### src/rtl/lome_pkg.sv
// Package: shared types, constants and codes of the limit order matching engine.
`default_nettype none
package lome_pkg;
   localparam int BOOK_DEPTH = 32;
   localparam int MAX_USERS  = 16;
   localparam int BIDX_W = (BOOK_DEPTH > 1) ? $clog2(BOOK_DEPTH) : 1;
   localparam int BCNT_W = $clog2(BOOK_DEPTH + 1);
   localparam int UIDX_W = (MAX_USERS > 1) ? $clog2(MAX_USERS) : 1;
   localparam int UCNT_W = $clog2(MAX_USERS + 1);
   localparam int MAX_TRADES = 2 * BOOK_DEPTH - 1;
   localparam int TCNT_W = $clog2(MAX_TRADES + 1);
   localparam logic signed [47:0] BAL_MAX = 48'sh7FFF_FFFF_FFFF;
   localparam logic signed [47:0] BAL_MIN = 48'sh8000_0000_0000;
   localparam logic signed [39:0] SHR_MAX = 40'sh7F_FFFF_FFFF;
   localparam logic signed [39:0] SHR_MIN = 40'sh80_0000_0000;

   localparam logic [2:0] MODE_CREATE = 3'd0;
   localparam logic [2:0] MODE_BUY    = 3'd1;
   localparam logic [2:0] MODE_SELL   = 3'd2;
   localparam logic [2:0] MODE_RUN    = 3'd3;
   localparam logic [2:0] MODE_QUERY  = 3'd4;

   localparam logic [2:0] KIND_OK      = 3'd0;
   localparam logic [2:0] KIND_NO_USER = 3'd1;
   localparam logic [2:0] KIND_LOW_BAL = 3'd2;
   localparam logic [2:0] KIND_LOW_SHR = 3'd3;
   localparam logic [2:0] KIND_FULL    = 3'd4;
   localparam logic [2:0] KIND_TRADE   = 3'd5;
   localparam logic [2:0] KIND_DUP     = 3'd6;

   typedef struct packed {
      logic [2:0]  mode;
      logic [15:0] user_id;
      logic [15:0] price;
      logic [15:0] quantity;
      logic [31:0] start_balance;
      logic [23:0] start_shares;
   } req_type;

   typedef struct packed {
      logic [2:0]         kind;
      logic [15:0]        buyer_id;
      logic [15:0]        seller_id;
      logic [15:0]        trade_price;
      logic [15:0]        trade_qty;
      logic signed [47:0] user_balance;
      logic signed [39:0] user_shares;
      logic               last;
   } rsp_type;

   typedef enum logic [4:0] {
      ST_IDLE, ST_LOOK, ST_DECIDE, ST_ACHK, ST_EMIT,
      ST_SCAN, ST_PICK, ST_FIND, ST_MUL, ST_UPD, ST_REMB, ST_REMS, ST_DONE
   } state_type;
endpackage
`default_nettype wire

### src/rtl/lome_front.sv
// Front end: two-entry request queue that decouples intake from execution.
`default_nettype none
module lome_front
   import lome_pkg::*;
(
   input  wire logic    clock,
   input  wire logic    reset,
   input  wire logic    in_valid,
   output logic         in_ready,
   input  wire req_type in_data,
   output logic         out_valid,
   input  wire logic    out_ready,
   output req_type      out_data
);
   req_type    q_ff [2];
   req_type    q_in [2];
   logic [1:0] cnt_ff, cnt_in;
   logic       push, pop, keep;

   // drop unused modes at intake, they cause no response
   assign keep     = (in_data.mode <= MODE_QUERY);
   assign in_ready = (cnt_ff != 2'd2);
   assign push     = in_valid && in_ready && keep;
   assign pop      = out_valid && out_ready;
   assign out_valid = (cnt_ff != 2'd0);
   assign out_data  = q_ff[0];

   always_comb begin
      q_in = q_ff;
      cnt_in = cnt_ff;
      if (pop) begin
         q_in[0] = q_ff[1];
      end
      if (push) begin
         if (cnt_ff == 2'd0 || (cnt_ff == 2'd1 && pop)) q_in[0] = in_data;
         else q_in[1] = in_data;
      end
      cnt_in = cnt_ff + {1'b0, push} - {1'b0, pop};
   end

   always_ff @(posedge clock) begin
      q_ff <= q_in;
      if (reset) cnt_ff <= '0;
      else cnt_ff <= cnt_in;
   end
endmodule
`default_nettype wire

### config.mk
export PLATFORM = sky130hd
export DESIGN_NAME = lome_front
export DESIGN_NICKNAME = d
export VERILOG_FILES = /design/src/rtl/lome_pkg.sv /design/src/rtl/lome_front.sv
export SDC_FILE = /design/constraint.sdc
export NUM_CORES = 1
export LEC_CHECK = 0
export ABC_AREA = 0
export BUFFER_PORTS_ARGS = -buffer_cell sky130_fd_sc_hd__buf_2
export CELL_PAD_IN_SITES_DETAIL_PLACEMENT = 2
export CELL_PAD_IN_SITES_GLOBAL_PLACEMENT = 2
export CORE_ASPECT_RATIO = 0.9
export CORE_MARGIN = 10
export CORE_UTILIZATION = 25
export DETAILED_ROUTE_END_ITERATION = 8
export PLACE_DENSITY_LB_ADDON = 0.12
export SLEW_MARGIN = 20
export SYNTH_ARGS = -nofsm -noshare
export SYNTH_HDL_FRONTEND = slang
export SYNTH_SLANG_ARGS = --single-unit
### constraint.sdc
create_clock -name clock -period 16.2 [get_ports clock]
set_input_delay 0.81 -clock clock [delete_from_list [all_inputs] [get_ports clock]]
set_output_delay 0.81 -clock clock [all_outputs]
set_load 0.02 [all_outputs]
==> flow_summary.json <==
{
  "drc_errors": 0,
  "rows": 65,
  "drt_first_iter_violations": 125,
  "ant_nets": 0,
  "synth_compound_area_share_pct": 0.324,
  "clk_latency_ns": 0.52,
  "worst_setup_path_start_kind": "primary input",
  "io_buffers": 219,
  "slew_viol_final": 0,
  "root_buffer": "clkbuf_16",
  "post-route-period-util_pct": 14.2,
  "worst_slew_pin_slew_ns": 1.08,
  "cts_made_buffers": 26,
  "peakVddDrop_mv": 0.0875,
  "slew_headroom_pct": 28.0,
  "synth_top_cell_area_share_pct": 36.2,
  "antenna_found_initial": 4,
  "synthCells": 576,
  "numClockSinks": 216,
  "drt_pass1_iterations": 4,
  "via_per_inst": 4.02,
  "crit_path_max_incr_delay_ns": 0.75,
  "criticalPathCategory": "in2reg",
  "path_buf_inv": 2,
  "synth_area_mm2": 0.00889,
  "finalSetupTns_ns": 0,
  "powerDensity_mw_per_mm2": 217,
  "cp_cell_sequence": "buf_2, o21ai_2, nand3_1, a21oi_4, buf_4",
  "slowest_stage": "buf_4",
  "syn-num-nets": 688,
  "finClkSkew_ns": 0.00586,
  "synth_seq_cells": 216,
  "synthAdderAreaFrac_pct": 0.141,
  "grt_usage_pct": 10.1,
  "grt_pass1_wl_um": 33900,
  "final_nets": 812,
  "cts_resized": 0,
  "synth.distinct_cells": 22,
  "core_mm2": 0.0351,
  "dieArea_mm2": 0.0435,
  "finalCoreUtilization_pct": 30.1,
  "yosysWarnings": 0,
  "grt_pass1_vias": 5550,
  "cts_tree": "done",
  "place.detailed.hpwl_um": 16300,
  "wl_um": 22700,
  "status": "finished, final reports clean",
  "yosys.area.top_type": "edfxtp_1",
  "nFillCells": 3648,
  "globalplace.congestion": 0.667,
  "required_ns": 16.34,
  "netlist_top_cells_area": "edfxtp_1 36%, mux2_2 26%, dfxtp_1 25%",
  "num_vias": 4781,
  "holdCritPathClass": "in2reg",
  "worstSetupEndpointType": "register",
  "post-cts-setup-buffer-count": 0,
  "avgSynthCellArea_um2": 15.4,
  "area_growth_syn_to_layout_pct": 18.7,
  "cts_hold_buf": 0,
  "synth_xor_area_share_pct": 0.197,
  "place_area_mm2": 0.00972,
  "grt_setup_unrepaired": "false",
  "overflow": 0,
  "finish.instance_area_mm2": 0.0105,
  "critPathMaxFanout": 70,
  "leakage_nw": 4.18,
  "clk_pin_slew_ns": 0.06,
  "drive_gt1_share_pct": 67.0,
  "synth-simple-area-share_pct": 0.591,
  "die_h_um": 199,
  "htree_levels": 1,
  "worst_ep_arrival_time_ns": 2.43,
  "ys_seq_area_share_pct": 60.7,
  "cap_viol_max_count": 0,
  "crit_family": "buffers and inverters",
  "hold_violations": 0,
  "period_needed_ns": 2.30,
  "setup_viol": 0,
  "synthMuxAreaShare_pct": 27.7,
  "clockBufferDepth": 3,
  "grt_max_degree": 71,
  "synth_top_family_by_area": "multiplexers",
  "initial_utilization_pct": 25.4,
  "wl_per_cell_um": 19.1,
  "die_w_um": 219,
  "ios": 220,
  "fmax_mhz": 436
}
## per-layer routing
| layer | vias to the layer above | GRT usage [%] | share of wire [%] |
|---|---|---|---|
| li1 | 2231 | - | - |
| met1 | 2388 | 11.7 | 42 |
| met2 | 131 | 17.2 | 49 |
| met3 | 29 | 3.84 | 7.1 |
| met4 | 2 | 2.25 | 1.8 |
| met5 | - | 0 | 0.031 |
## where the power goes
group	switching (mW)	leakage [nW]	internal (mW)	total, mW
registers	0.0881	1.89	0.767	0.855
logic	0.459	1.88	0.424	0.882
clock network	0.219	0.401	0.330	0.549
total	0.766	4.18	1.52	2.29
## final cells by class
| cell class | instances | area (µm²) | share of cell area, % |
|---|---|---|---|
| Clock buffer | 40 | 785 | 7.44 |
| Antenna cell | 2 | 5.00 | 0.0475 |
| Inverter | 1 | 3.75 | 0.0356 |
| Sequential cell | 216 | 5400 | 51.2 |
| Tap cell | 469 | 587 | 5.56 |
| Timing Repair Buffer | 225 | 1140 | 10.8 |
| Multi-Input combinational cell | 230 | 2600 | 24.6 |
| Clock inverter | 6 | 31.3 | 0.297 |
## path summary, 6_finish.rpt
check	start	to	slack, ns	cells after the start
setup / recovery	in_data[104]	q_ff[79]	13.90	5
hold / removal	in_data[0]	q_ff[0]	0.47	1
setup reg to reg	cnt_ff[1]	out_data[62]	13.95	4
hold reg to reg	q_ff[86]	out_data[86]	0.59	2
## Yosys cell counts
cell / instances
mux2_2: 203
dfxtp_1: 109
buf_4: 107
edfxtp_1: 107
buf_2: 14
mux2_4: 10
buf_1: 6
buf_6: 2
mux2_1: 2
nand2b_1: 2
nor2b_1: 2
o21ai_2: 2
a21oi_1: 1
a31oi_1: 1
ha_1: 1
inv_1: 1
nand3_1: 1
nand4_2: 1
nor2_1: 1
or2_2: 1
xnor2_1: 1
xor2_1: 1
## sequential cells by signal (all words and copies together) (netlist names)
signal,count
out_data,107
q_ff,107
cnt_ff,2
## cells by family (layout without fill, tap and decap cells)
group                    count (synthesis)  count (layout)
AO/OA/AOI/OAI                            4               4
buffers and inverters                  130             272
flip-flops                             216             216
AND/OR/NAND/NOR                          8               8
adder cells (fa/ha/maj)                  1               1
multiplexers                           215             215
XOR/XNOR                                 2               2
other                                    0               2
## placed cells by master, fill, tap and decap left out, drive strengths merged
master,netlist,layout
o21ai,2,2
clkinv,0,5
nand2b,2,2
xor2,1,1
inv,1,1
nand3,1,1
dfxtp,109,109
nand4,1,1
clkbuf,0,40
or2,1,1
ha,1,1
nor2b,2,2
edfxtp,107,107
mux2,215,215
xnor2,1,1
diode,0,2
clkinvlp,0,1
a31oi,1,1
nor2,1,1
a21oi,1,1
buf,129,225
## through the flow
step | hold WS [ns] | cells | worst slack (ns) | power, mW
6_report | 0.472 | 1189 | 13.90 | 2.29
5_1_grt | 0.441 | 1187 | 13.75 | 2.43
4_1_cts | 0.438 | 1187 | 13.88 | 2.35
3_5_place_dp | 0.582 | 1141 | 13.33 | 1.78
3_3_place_gp | 0.562 | 1141 | 13.40 | 1.74
2_1_floorplan | 0.556 | 576 | 9.30 | 1.67
Note: power is estimated with default switching activity, not from simulation.
